<file path="src/rtl/core/jet_pkg.sv">
// Shared types, constants and fixed-point helpers for the Julia escape-time block.
// Used by every module under rtl/core; depends on nothing else.
package jet_pkg;

    localparam int FRAC_BITS_DEF  = 28;
    localparam int ITER_WIDTH_DEF = 16;
    localparam int QUEUE_DEPTH    = 2;

    localparam int COORD_W  = 32;
    localparam int BUDGET_W = 16;
    localparam int CFG_IDX_W = 2;
    localparam int ACC_W    = 40;
    localparam int HALF_W   = ACC_W / 2;
    localparam int PROD_W   = 2 * ACC_W;

    localparam logic [CFG_IDX_W-1:0] CFG_JULIA_RE       = 2'd0;
    localparam logic [CFG_IDX_W-1:0] CFG_JULIA_IM       = 2'd1;
    localparam logic [CFG_IDX_W-1:0] CFG_MAX_ITERATIONS = 2'd2;

    localparam logic signed [COORD_W-1:0]  JULIA_RE_RST       = -32'sd1879048192;
    localparam logic signed [COORD_W-1:0]  JULIA_IM_RST       = 32'sd0;
    localparam logic        [BUDGET_W-1:0] MAX_ITERATIONS_RST = 16'd64;

    localparam logic signed [ACC_W-1:0] ACC_MAX = {1'b0, {(ACC_W-1){1'b1}}};
    localparam logic signed [ACC_W-1:0] ACC_MIN = {1'b1, {(ACC_W-1){1'b0}}};

    typedef struct packed {
        logic signed [COORD_W-1:0]  point_re;
        logic signed [COORD_W-1:0]  point_im;
        logic        [BUDGET_W-1:0] budget;
        logic                       skip;
    } jet_entry_t;

    function automatic logic signed [ACC_W-1:0] sat_prod(input logic signed [PROD_W-1:0] v);
        logic signed [ACC_W-1:0] r;
        if (v > PROD_W'(ACC_MAX))
            r = ACC_MAX;
        else if (v < PROD_W'(ACC_MIN))
            r = ACC_MIN;
        else
            r = v[ACC_W-1:0];
        return r;
    endfunction

    function automatic logic signed [ACC_W-1:0] sat_sum(input logic signed [ACC_W:0] v);
        logic signed [ACC_W-1:0] r;
        if (v[ACC_W] != v[ACC_W-1])
            r = v[ACC_W] ? ACC_MIN : ACC_MAX;
        else
            r = v[ACC_W-1:0];
        return r;
    endfunction

endpackage

</file>
<file path="src/rtl/core/jet_front.sv">
// Front end of the Julia escape-time block: takes point transactions into a holding
// register and marks points whose budget is zero. Depends on jet_pkg.
module jet_front #(
    parameter int ITER_WIDTH = jet_pkg::ITER_WIDTH_DEF
) (
    input  logic                                clk,
    input  logic                                rst_n,
    input  logic                                point_valid,
    output logic                                point_stall,
    input  logic signed [jet_pkg::COORD_W-1:0]  point_re,
    input  logic signed [jet_pkg::COORD_W-1:0]  point_im,
    input  logic        [jet_pkg::BUDGET_W-1:0] max_iterations,
    input  logic                                q_full,
    output logic                                q_push,
    output jet_pkg::jet_entry_t                 q_entry
);

    logic                slot_valid_reg;
    logic                slot_valid_next;
    jet_pkg::jet_entry_t slot_reg;
    logic                accept;

    assign point_stall = slot_valid_reg && q_full;
    assign accept      = point_valid && !point_stall;
    assign q_push      = slot_valid_reg && !q_full;
    assign q_entry     = slot_reg;

    assign slot_valid_next = accept || (slot_valid_reg && !q_push);

    always_ff @(posedge clk or negedge rst_n)
    begin
        if (!rst_n)
        begin
            slot_valid_reg <= 1'b0;
        end
        else
        begin
            slot_valid_reg <= slot_valid_next;
        end
    end

    always_ff @(posedge clk)
    begin
        if (accept)
        begin
            slot_reg.point_re <= point_re;
            slot_reg.point_im <= point_im;
            slot_reg.budget   <= max_iterations;
            slot_reg.skip     <= (ITER_WIDTH'(max_iterations) == '0);
        end
    end

endmodule

</file>
<file path="config.mk">
export PLATFORM = sky130hd
export DESIGN_NAME = jet_front
export DESIGN_NICKNAME = d
export VERILOG_FILES = /design/src/rtl/core/jet_pkg.sv /design/src/rtl/core/jet_front.sv
export SDC_FILE = /design/constraint.sdc
export NUM_CORES = 1
export LEC_CHECK = 0
export ABC_AREA = 1
export BUFFER_PORTS_ARGS = -buffer_cell sky130_fd_sc_hd__buf_2
export CAP_MARGIN = 20
export CORE_UTILIZATION = 25
export DETAILED_ROUTE_END_ITERATION = 8
export PLACE_DENSITY = 0.51
export SYNTH_ARGS = -nofsm -noshare
export SYNTH_HDL_FRONTEND = slang
export SYNTH_SLANG_ARGS = --single-unit
</file>
<file path="constraint.sdc">
create_clock -name clk -period 4.25 [get_ports clk]
set_input_delay 0.2125 -clock clk [delete_from_list [all_inputs] [get_ports clk]]
set_output_delay 0.2125 -clock clk [all_outputs]
set_load 0.05 [all_outputs]
</file>
==> impl_metrics.py <==
metrics = {
    "run_status": {
        "status": "finished, final reports clean",
    },
    "pwr": {
        "p_leak_nw": 1.67,
        "max-vdd-ir-drop_uv": 133,
        "power.total_mw": 1.74,
        "power_density_nw_per_um2": 456,
    },
    "global_routing": {
        "grt_usage_pct": 11.4,
        "grt_max_degree": 45,
        "grt_pass1_wl_mm": 8.80,
        "antenna_found_initial": 0,
        "grt_pass1_vias": 1608,
        "grt.overflow.total": 0,
    },
    "yosys": {
        "syn-num-nets": 200,
        "synth.distinct_cells": 6,
        "syn_inst": 116,
        "synth_seq_area_share_pct": 95.0,
        "ys_ff_latch": 82,
        "syn_avg_cell_area_um2": 22.3,
        "yosysTopAreaCell": "edfxtp_1",
        "synth_top_cell_area_share_pct": 94.0,
        "ys_warn_count": 0,
        "syn_area_um2": 2590,
        "synth.area.top_cells": "edfxtp_1 94%, inv_1 2.2%, nand2_1 1.5%",
    },
    "timing": {
        "hold_viol_final": 0,
        "slew_headroom_pct": 79.9,
        "finalCriticalPeriod_ns": 1.58,
        "setup_tns_ns": 0,
        "setup_viol": 0,
        "fmax_mhz": 631,
        "rsz0062_at_grt": "no",
        "skew_ns": 0.00951,
        "fin_crit_sh_pct": 37.3,
        "maxSlewViolCount": 0,
        "tightest_slew_ns": 0.304,
    },
    "cts": {
        "ctsResizeCount": 0,
        "tritoncts": "built",
        "root_buffer": "clkbuf_8",
        "insertion_delay_ns": 0.34,
        "htree_levels": 3,
        "cts_buffer_depth": 2,
        "cts_sinks": 82,
        "numCtsBuffers": 9,
        "post-cts-setup-buffer-count": 0,
        "clk_pin_slew_ns": 0.08,
    },
    "worst_setup_path": {
        "crit_path_max_incr_delay_ns": 0.38,
        "r2r_slack_ns": 2.67,
        "cp.arrival_ns": 1.61,
        "critPathLaunch": "slot_valid_reg",
        "cp_cell_sequence": "nand2_1, inv_1, nor2_4, buf_12, buf_12",
        "reg2regPathDepth": 5,
        "crit_slowest_cell": "dfrtp_1",
        "rr_startpoint": "slot_valid_reg",
        "critPathCaptureType": "flop",
        "path_common_cell": "buf_12",
        "crit_end": "q_entry[40]",
        "crit_path_max_fanout": 44,
        "cp-start-kind": "flop",
        "rr_endpoint": "q_entry[40]",
        "path_class": "reg2reg",
        "required_ns": 4.28,
    },
    "layout": {
        "area_growth_syn_to_layout_pct": 48.0,
        "layout-drive-gt1-share_pct": 60.5,
        "nNetsFinal": 380,
        "largest_reg_flops": 81,
        "fill_cells": 955,
        "num_antenna_cells": 0,
    },
    "placement": {
        "io_buffers": 166,
        "gp_congestion": 0.673,
        "hpwl_mm": 4.41,
    },
    "routing": {
        "dr.pass1.iters": 4,
        "vias": 1652,
        "wirelength_mm": 5.88,
        "wl_per_cell_um": 13.5,
        "drtIter0Drc": 56,
        "drcViolationCount": 0,
        "ant_nets": 0,
        "vias_per_cell": 3.81,
    },
    "die": {
        "initial_core_util_pct": 26.1,
        "num_rows": 36,
        "die_x_um": 104,
        "die_h_um": 104,
        "ios": 167,
        "dieArea_um2": 10800,
        "core_area_um2": 9910,
    },
    "job": {
        "drv_cap": 0,
    },
    "worst_hold_path": {
        "hold_class": "in2reg",
    },
}
placed cells by master (no fill, tap or decap):
cell / n
buf_2: 166
edfxtp_1: 81
inv_1: 15
nand2_1: 10
clkbuf_8: 9
nor2_1: 7
clkbuf_1: 2
buf_12: 2
and2_1: 1
nor2_4: 1
clkinv_2: 1
clkinvlp_4: 1
clkinv_4: 1
bufinv_16: 1
clkinv_1: 1
dlygate4sd3_1: 1
dfrtp_1: 1
cells by family after synthesis:
kind of cell | synth area share [%]
buf+inv | 2.18
flops | 95.0
simple gates | 2.85
per-layer routing:
layer | vias up | GRT usage, % | share of wire, %
li1 | 780 | - | -
met4 | 0 | 6.43 | 1.8
met5 | - | 0 | 0
met1 | 758 | 12.8 | 41
met3 | 7 | 5.41 | 10
met2 | 107 | 17.6 | 47
cell type report:
class | instances | area, µm² | share of cell area (%)
multi-input combinational | 19 | 81.3 | 2.12
sequential | 82 | 2460 | 64.2
tap | 133 | 166 | 4.35
clock buffer | 11 | 131 | 3.43
timing repair buffer | 169 | 881 | 23.0
clock inverter | 5 | 55.1 | 1.44
inverter | 15 | 56.3 | 1.47
synth_stat cells:
cell,instances
dfrtp_1,1
and2_1,1
edfxtp_1,81
nand2_1,10
inv_1,15
nor2_1,8
how the worst min path moves through the flow:
stage                             from        endpoint  slack [ns]  depth (start not counted)
after detailed placement         rst_n  slot_valid_reg       -0.01                          1
final                     point_re[21]     q_entry[70]        0.04                          1
after floorplan                  rst_n  slot_valid_reg       -0.08                          0
after global placement           rst_n  slot_valid_reg       -0.01                          1
after CTS                 point_re[15]     q_entry[64]       0.009                          1
after global routing      point_re[15]     q_entry[64]       0.006                          1
critical path, delay by kind of cell, from the launching register on:
family                 cells  cell delay [ns]
buffers and inverters      3             0.57
flip-flops                 1             0.38
AND/OR/NAND/NOR            2             0.28
power by group:
| part | switching (mW) | internal [mW] |
|---|---|---|
| logic | 0.202 | 0.0625 |
| clock network | 0.259 | 0.270 |
| registers | 0.0103 | 0.941 |
timing repair:
action	in CTS	in global routing
hold endpoints to repair	1	0
setup endpoints to repair	0	0
hold buffers	1	0
per-stage QoR:
step	worst slack, ns	std cells	hold slack, ns	cell area (µm²)	utilization (%)
2_1_floorplan	1.01	116	-0.0831	2590	-
3_3_place_gp	2.24	416	-0.0120	3610	36.5
3_5_place_dp	2.18	416	-0.0104	3610	36.5
4_1_cts	2.17	433	0.00935	3810	38.4
5_1_grt	2.55	434	0.00592	3830	38.6
6_report	2.67	434	0.0396	3830	38.6
No activity file was read; power rests on OpenSTA's default activity.
