[src/rtl/core/jet_pkg.sv]
// Shared types, constants and fixed-point helpers for the Julia escape-time block.
// Used by every module under rtl/core; depends on nothing else.
package jet_pkg;

    localparam int FRAC_BITS_DEF  = 28;
    localparam int ITER_WIDTH_DEF = 16;
    localparam int QUEUE_DEPTH    = 2;

    localparam int COORD_W  = 32;
    localparam int BUDGET_W = 16;
    localparam int CFG_IDX_W = 2;
    localparam int ACC_W    = 40;
    localparam int HALF_W   = ACC_W / 2;
    localparam int PROD_W   = 2 * ACC_W;

    localparam logic [CFG_IDX_W-1:0] CFG_JULIA_RE       = 2'd0;
    localparam logic [CFG_IDX_W-1:0] CFG_JULIA_IM       = 2'd1;
    localparam logic [CFG_IDX_W-1:0] CFG_MAX_ITERATIONS = 2'd2;

    localparam logic signed [COORD_W-1:0]  JULIA_RE_RST       = -32'sd1879048192;
    localparam logic signed [COORD_W-1:0]  JULIA_IM_RST       = 32'sd0;
    localparam logic        [BUDGET_W-1:0] MAX_ITERATIONS_RST = 16'd64;

    localparam logic signed [ACC_W-1:0] ACC_MAX = {1'b0, {(ACC_W-1){1'b1}}};
    localparam logic signed [ACC_W-1:0] ACC_MIN = {1'b1, {(ACC_W-1){1'b0}}};

    typedef struct packed {
        logic signed [COORD_W-1:0]  point_re;
        logic signed [COORD_W-1:0]  point_im;
        logic        [BUDGET_W-1:0] budget;
        logic                       skip;
    } jet_entry_t;

    function automatic logic signed [ACC_W-1:0] sat_prod(input logic signed [PROD_W-1:0] v);
        logic signed [ACC_W-1:0] r;
        if (v > PROD_W'(ACC_MAX))
            r = ACC_MAX;
        else if (v < PROD_W'(ACC_MIN))
            r = ACC_MIN;
        else
            r = v[ACC_W-1:0];
        return r;
    endfunction

    function automatic logic signed [ACC_W-1:0] sat_sum(input logic signed [ACC_W:0] v);
        logic signed [ACC_W-1:0] r;
        if (v[ACC_W] != v[ACC_W-1])
            r = v[ACC_W] ? ACC_MIN : ACC_MAX;
        else
            r = v[ACC_W-1:0];
        return r;
    endfunction

endpackage

[src/rtl/core/jet_queue.sv]
// Short register queue between the front end and the iteration engine.
// Depends on jet_pkg for the entry type.
module jet_queue #(
    parameter int DEPTH = jet_pkg::QUEUE_DEPTH
) (
    input  logic                clk,
    input  logic                rst_n,
    input  logic                push,
    input  jet_pkg::jet_entry_t push_entry,
    output logic                full,
    input  logic                pop,
    output jet_pkg::jet_entry_t pop_entry,
    output logic                empty
);

    localparam int PTR_W = (DEPTH > 1) ? $clog2(DEPTH) : 1;
    localparam int CNT_W = $clog2(DEPTH + 1);

    jet_pkg::jet_entry_t store [DEPTH];
    logic [PTR_W-1:0] wr_ptr_reg;
    logic [PTR_W-1:0] wr_ptr_next;
    logic [PTR_W-1:0] rd_ptr_reg;
    logic [PTR_W-1:0] rd_ptr_next;
    logic [CNT_W-1:0] count_reg;
    logic [CNT_W-1:0] count_next;

    assign full      = (count_reg == CNT_W'(DEPTH));
    assign empty     = (count_reg == '0);
    assign pop_entry = store[rd_ptr_reg];

    always_comb
    begin
        wr_ptr_next = wr_ptr_reg;
        rd_ptr_next = rd_ptr_reg;
        count_next  = count_reg;
        if (push)
        begin
            wr_ptr_next = (wr_ptr_reg == PTR_W'(DEPTH - 1)) ? '0 : wr_ptr_reg + 1'b1;
        end
        if (pop)
        begin
            rd_ptr_next = (rd_ptr_reg == PTR_W'(DEPTH - 1)) ? '0 : rd_ptr_reg + 1'b1;
        end
        if (push && !pop)
        begin
            count_next = count_reg + 1'b1;
        end
        else if (pop && !push)
        begin
            count_next = count_reg - 1'b1;
        end
    end

    always_ff @(posedge clk or negedge rst_n)
    begin
        if (!rst_n)
        begin
            wr_ptr_reg <= '0;
            rd_ptr_reg <= '0;
            count_reg  <= '0;
        end
        else
        begin
            wr_ptr_reg <= wr_ptr_next;
            rd_ptr_reg <= rd_ptr_next;
            count_reg  <= count_next;
        end
    end

    always_ff @(posedge clk)
    begin
        if (push)
        begin
            store[wr_ptr_reg] <= push_entry;
        end
    end

    a_no_overflow: assert property (@(posedge clk) disable iff (!rst_n)
        push |-> (count_reg < CNT_W'(DEPTH)))
        else $error("queue written while full");

    a_no_underflow: assert property (@(posedge clk) disable iff (!rst_n)
        pop |-> (count_reg != '0))
        else $error("queue read while empty");

endmodule

[config.mk]
export PLATFORM = sky130hd
export DESIGN_NAME = jet_queue
export DESIGN_NICKNAME = d
export VERILOG_FILES = /design/src/rtl/core/jet_pkg.sv /design/src/rtl/core/jet_queue.sv
export SDC_FILE = /design/constraint.sdc
export NUM_CORES = 1
export LEC_CHECK = 0
export BUFFER_PORTS_ARGS = -buffer_cell sky130_fd_sc_hd__buf_2
export CAP_MARGIN = 20
export CORE_UTILIZATION = 47
export DETAILED_ROUTE_END_ITERATION = 7
export GPL_ROUTABILITY_DRIVEN = 1
export GPL_TIMING_DRIVEN = 0
export PLACE_DENSITY_LB_ADDON = 0.25
export SLEW_MARGIN = 10
export SYNTH_ARGS = -nofsm -noshare
export SYNTH_HDL_FRONTEND = slang
export SYNTH_SLANG_ARGS = --single-unit
[constraint.sdc]
create_clock -name clk -period 4.15 [get_ports clk]
set_input_delay 0.6225 -clock clk [delete_from_list [all_inputs] [get_ports clk]]
set_output_delay 0.6225 -clock clk [all_outputs]
set_load 0.03 [all_outputs]
==> impl_metrics.json, run 1 <==
{
  "drt_iter0_drc": 144,
  "vias": 3069,
  "worst_pin_slew_ps": 650,
  "die_h_um": 119,
  "finalWirelength_mm": 10.2,
  "hold_viol_final": 0,
  "drive_above_1_share_pct": 61.7,
  "post-route-period-util_pct": 55.3,
  "finish.instance_area_um2": 8230,
  "startpoint_type": "register",
  "whs_path_depth": 1,
  "die_w_um": 119,
  "avgSynthCellArea_um2": 24.0,
  "stdcell_count": 649,
  "grt_remaining_overflow": 0,
  "path_depth": 4,
  "synth_xor_area_share_pct": 0.681,
  "synth-compound-area-share_pct": 0,
  "fin_skew_ps": 4.53,
  "gp_congestion": 0.653,
  "final_cell_mix": "buf_2 (167), edfxtp_1 (162), mux2_4 (79)",
  "yosysUniqueCellTypes": 13,
  "cts_made_buffers": 17,
  "clk_latency_ps": 420,
  "vias_per_cell": 4.73,
  "synth-seq-cells": 166,
  "whs_ps": 389,
  "dieArea_um2": 14200,
  "grt_pass1_vias": 3198,
  "initial_core_util_pct": 48.4,
  "grt.total_usage_pct": 15.2,
  "cts_tree": "yes",
  "htree_levels": 4,
  "clock-root-buffer": "clkbuf_16",
  "core-area_um2": 13300,
  "synthCells": 268,
  "yosysWarnings": 0,
  "timing.slew.headroom_pct": 56.6,
  "power.leakage_uw": 0.00336,
  "place_area_um2": 7600,
  "crit_path_start": "rd_ptr_reg",
  "period_needed_ps": 2300,
  "synthesis.area_um2": 6430,
  "cp_num_buf_inv": 3,
  "path_class": "register to primary output",
  "timing.rr.start": "wr_ptr_reg",
  "cts.sinks": 166,
  "post_cts_resized": 0,
  "firstDrtPassIters": 4,
  "synth_adder_area_share_pct": 0.195,
  "dp_cells": 615,
  "drv_slew": 0,
  "clk_pin_slew_ps": 60,
  "synth-seq-area-share_pct": 77.2,
  "core.rowCount": 42,
  "rr_endpoint": "store[0][42]",
  "synth_top_family_by_area": "multiplexers",
  "status": "finished, final reports clean",
  "cp_slowest_cell": "dfrtp_1",
  "cap_violations": 0,
  "grt_pass1_wl_mm": 15.7,
  "drc": 0,
  "end_kind": "primary output",
  "largest_register_ffs": 162,
  "hp-class": "primary input to register",
  "fillers": 966,
  "syn_nets": 354,
  "antenna_found_initial": 0,
  "rsz0062_at_grt": "no",
  "max_freq_ghz": 0.435,
  "clock_path_buffers": 2,
  "power_density_nw_per_um2": 770,
  "required_ps": 3530,
  "numPortBuffers": 167,
  "crit_family": "buffers and inverters",
  "wl_per_cell_um": 15.8,
  "grt_start_max_net_pins": 47,
  "cp-endpoint": "pop_entry[4]",
  "boundaryPins": 168,
  "dpl.hpwl_mm": 6.90,
  "slowest_delay_ps": 340,
  "setup_viol_count_final": 0,
  "drtAntennaViolNets": 0,
  "fin_nets": 545,
  "synth.area.mux_share_pct": 18.8,
  "peakVddDrop_uv": 496,
  "areaGrowthSynthToFinish_pct": 27.9,
  "arrival_ps": 1670,
  "critPathMaxFanout": 10,
  "yosys.area_share.simple_pct": 0.409,
  "worstPathCellList": "buf_6 > buf_12 > mux2_4 > buf_2",
  "final_common_cell": "buf_2",
  "r2r_slack_ps": 2390,
  "rr_worst_depth": 3
}
-- routing by layer --
metal  part of all wire (%)  track usage (%)  vias up
met3                    8.3             7.42       14
li1                       -                -     1452
met1                     38             16.1     1497
met4                    1.9             7.28        0
met5                      0                0        -
met2                     51             25.4      106
-- through the flow --
| step | setup TNS (ps) | total power, uW | utilization [%] | setup slack [ps] |
|---|---|---|---|---|
| after floorplan | 0 | 4220 | - | 974 |
| after global routing | 0 | 6580 | 61.8 | 1790 |
| after global placement | -25640 | 4750 | 56.3 | -323 |
| after CTS | 0 | 6410 | 61.8 | 1820 |
| after detailed placement | 0 | 4810 | 57.2 | 2000 |
| final | 0 | 6330 | 61.9 | 1850 |
-- what timing repair did --
item | CTS | global route
endpoints found under the hold margin | 4 | 0
buffers inserted | 0 | 0
hold buffers | 1 | 0
-- worst min-delay path by stage --
stage / startpoint / end / slack, ps
floorplan: rst_n / count_reg[0] / 330
global placement: rst_n / count_reg[1] / 430
detailed placement: rst_n / count_reg[1] / 430
CTS: push_entry[52] / store[0][52] / 370
global route: push_entry[52] / store[1][52] / 370
finish: push_entry[52] / store[1][52] / 390
-- kinds of logic after synthesis --
kind of cell             Yosys count
XOR/XNOR                           5
adder cells (fa/ha/maj)            1
buffers and inverters             10
flip-flops                       166
multiplexers                      81
AND/OR/NAND/NOR                    5
-- final cells by class --
cell class                      count  area [um2]  area share, %
Clock inverter                     14         184           2.24
Tap cell                          176         220           2.68
Antenna cell                        1        2.50         0.0304
Buffer                              9         171           2.08
Multi-Input combinational cell     92        1300           15.8
Timing Repair Buffer              172         948           11.5
Clock buffer                       18         429           5.22
Sequential cell                   166        4960           60.4
Inverter                            1        3.75         0.0456
-- where the power goes --
part,leakage [uW],switching [uW],internal (uW)
Combinational,0.00150,1390,1040
Clock,0.000296,595,1000
Sequential,0.00157,86.2,2220
-- worst reg2reg max path: stages (launching register included) --
cell and delay (ps):
dfrtp_1 430, nor2b_4 550, buf_16 250, buf_12 210
-- synth_stat cells --
cell / count / area share, %
xnor2_1: 1 / 0.14
ha_1: 1 / 0.19
edfxtp_1: 162 / 76
xor2_1: 4 / 0.54
and2_1: 1 / 0.097
dfrtp_1: 4 / 1.6
inv_1: 1 / 0.058
mux2_4: 79 / 18
mux2_2: 2 / 0.35
buf_12: 8 / 2.5
buf_6: 1 / 0.18
nor2b_1: 2 / 0.19
nor2_1: 2 / 0.12
No activity file was read; power rests on OpenSTA's default activity.
==> run 2, diff against run 1 <==
--- a/config.mk
+++ b/config.mk
@@ -7,7 +7,7 @@
 export LEC_CHECK = 0
 export BUFFER_PORTS_ARGS = -buffer_cell sky130_fd_sc_hd__buf_2
 export CAP_MARGIN = 20
-export CORE_UTILIZATION = 47
+export CORE_UTILIZATION = 49
 export DETAILED_ROUTE_END_ITERATION = 7
 export GPL_ROUTABILITY_DRIVEN = 1
 export GPL_TIMING_DRIVEN = 0
==> constraint.sdc (replaced) <==
create_clock -name clk -period 2.25 [get_ports clk]
set_input_delay 0.3375 -clock clk [delete_from_list [all_inputs] [get_ports clk]]
set_output_delay 0.3375 -clock clk [all_outputs]
set_load 0.03 [all_outputs]
==> run 2 against run 1 <==
Net effect:
- sequential share of layout area is 0.064 points higher
- first-iteration DRC count is 44% higher
- cell count decreased by 0.77%
- global-route usage up 0.44 points
- critical path depth unchanged
- critical path type unchanged
- largest cell class unchanged
==> impl_metrics.json, run 2 (synthesis results as in run 1) <==
{
  "use_met1_pct": 17.6,
  "core-area_um2": 12700,
  "finalPower_uw": 11700,
  "grt.busiest_layer": "met2",
  "grt_pass1_wl_mm": 15.2,
  "globalRouteMet3Util_pct": 6.02,
  "fillers": 960,
  "vias_per_cell": 4.78,
  "drc": 0,
  "finish.instance_area_um2": 8220,
  "grt_pass1_vias": 3074,
  "initial_core_util_pct": 50.6,
  "period_needed_ps": 2010,
  "die_w_um": 117,
  "power.leakage_uw": 0.00337,
  "fin_nets": 545,
  "firstDrtPassIters": 4,
  "boundaryPins": 168,
  "gp_congestion": 0.616,
  "cts.sinks": 166,
  "largest_register_ffs": 162,
  "cap_violations": 0,
  "status": "finished, final reports clean",
  "clock-root-buffer": "clkbuf_16",
  "critPathMaxFanout": 10,
  "utilization_pct": 64.6,
  "final_cell_mix": "buf_2 (167), edfxtp_1 (162), mux2_4 (79)",
  "hold_viol_final": 0,
  "dp_cells": 611,
  "grt_remaining_overflow": 0,
  "final_common_cell": "buf_2",
  "finalWirelength_mm": 10.4,
  "tns_ps": 0,
  "areaGrowthSynthToFinish_pct": 27.8,
  "drt_iter0_drc": 207,
  "grt_start_max_net_pins": 56,
  "core.rowCount": 41,
  "timing.slew.headroom_pct": 58.0,
  "place_area_um2": 7590,
  "dieArea_um2": 13600,
  "clock_path_buffers": 2,
  "numPortBuffers": 167,
  "power_density_nw_per_um2": 1420,
  "use_met2_pct": 26.0,
  "max_freq_ghz": 0.497,
  "worst_pin_slew_ps": 628,
  "fin_skew_ps": 4.83,
  "post-cts-setup-buffers": 0,
  "cts_made_buffers": 17,
  "drive_above_1_share_pct": 62.1,
  "path_class": "register to primary output",
  "required_ps": 1910,
  "htree_levels": 4,
  "peakVddDrop_uv": 678,
  "post-route-period-util_pct": 89.5,
  "rsz0062_at_grt": "no",
  "drtAntennaViolNets": 0,
  "clk_pin_slew_ps": 60,
  "antenna_cells": 0,
  "drv_slew": 0,
  "wl_per_cell_um": 16.2,
  "vias": 3081,
  "die_h_um": 117,
  "end_kind": "primary output",
  "cts_tree": "yes",
  "hp-class": "primary input to register",
  "clk_latency_ps": 420,
  "grt.total_usage_pct": 15.7,
  "setup_viol_count_final": 0,
  "arrival_ps": 1680,
  "stdcell_count": 644,
  "dpl.hpwl_mm": 7.03,
  "startpoint_type": "register",
  "antenna_found_initial": 1
}
==> run 2: cell count changes in the layout (fill, tap and decap cells not counted), sizes merged <==
| cell | previous run | this run |
|---|---|---|
| clkbuf | 18 | 17 |
| clkinv | 9 | 10 |
| diode | 1 | 0 |
==> run 2: critical path: stages, from the launching register on <==
cell and delay (ps):
dfrtp_1 340, buf_6 240, buf_12 190, mux2_4 300, buf_2 180
==> run 2: metrics by stage <==
step	worst slack (ps)	hold slack, ps
final	237	106
after detailed placement	589	153
after floorplan	201	41.9
after global routing	176	83.2
after CTS	203	89.0
after global placement	-558	146
==> run 2: path summary, 6_finish.rpt <==
| path | start | endpoint | slack (ps) | cells after the start |
|---|---|---|---|---|
| setup reg to reg | wr_ptr_reg | store[1][58] | 690 | 2 |
| hold / removal | push_entry[54] | store[1][54] | 110 | 1 |
| setup / recovery | rd_ptr_reg | pop_entry[5] | 240 | 4 |
| max in group asynchronous | rst_n | wr_ptr_reg | 1870 | 2 |
| min in group asynchronous | rst_n | count_reg[0] | 260 | 2 |
| hold reg to reg | count_reg[1] | count_reg[1] | 530 | 1 |
==> run 2: power by group <==
part           internal [uW]  total [uW]  switching, uW
sequential              4100        4260            162
combinational           1920        4470           2550
clock                   1840        2950           1100
==> run 2: cell type report <==
| type | instances | area [um2] | share of cell area (%) |
|---|---|---|---|
| flip-flops and latches | 166 | 4960 | 60.4 |
| multi-input cells | 92 | 1300 | 15.8 |
| repair buffers | 172 | 948 | 11.5 |
| clock buffers | 17 | 425 | 5.18 |
| well taps | 172 | 215 | 2.62 |
| clock inverters | 15 | 186 | 2.27 |
| plain buffers | 9 | 171 | 2.09 |
| inverters | 1 | 3.75 | 0.0457 |
==> run 2: timing repair <==
| item | CTS | global route |
|---|---|---|
| hold endpoints to repair | 4 | 0 |
| setup endpoints to repair | 0 | 0 |
| resized for setup | 0 | 0 |
| hold buffers | 1 | 0 |
==> run 2: layer usage <==
layer	routed length, um	part of all wire, %
met5	12	0.11
met4	197	1.9
met3	717	6.9
met2	5320	51
met1	4200	40
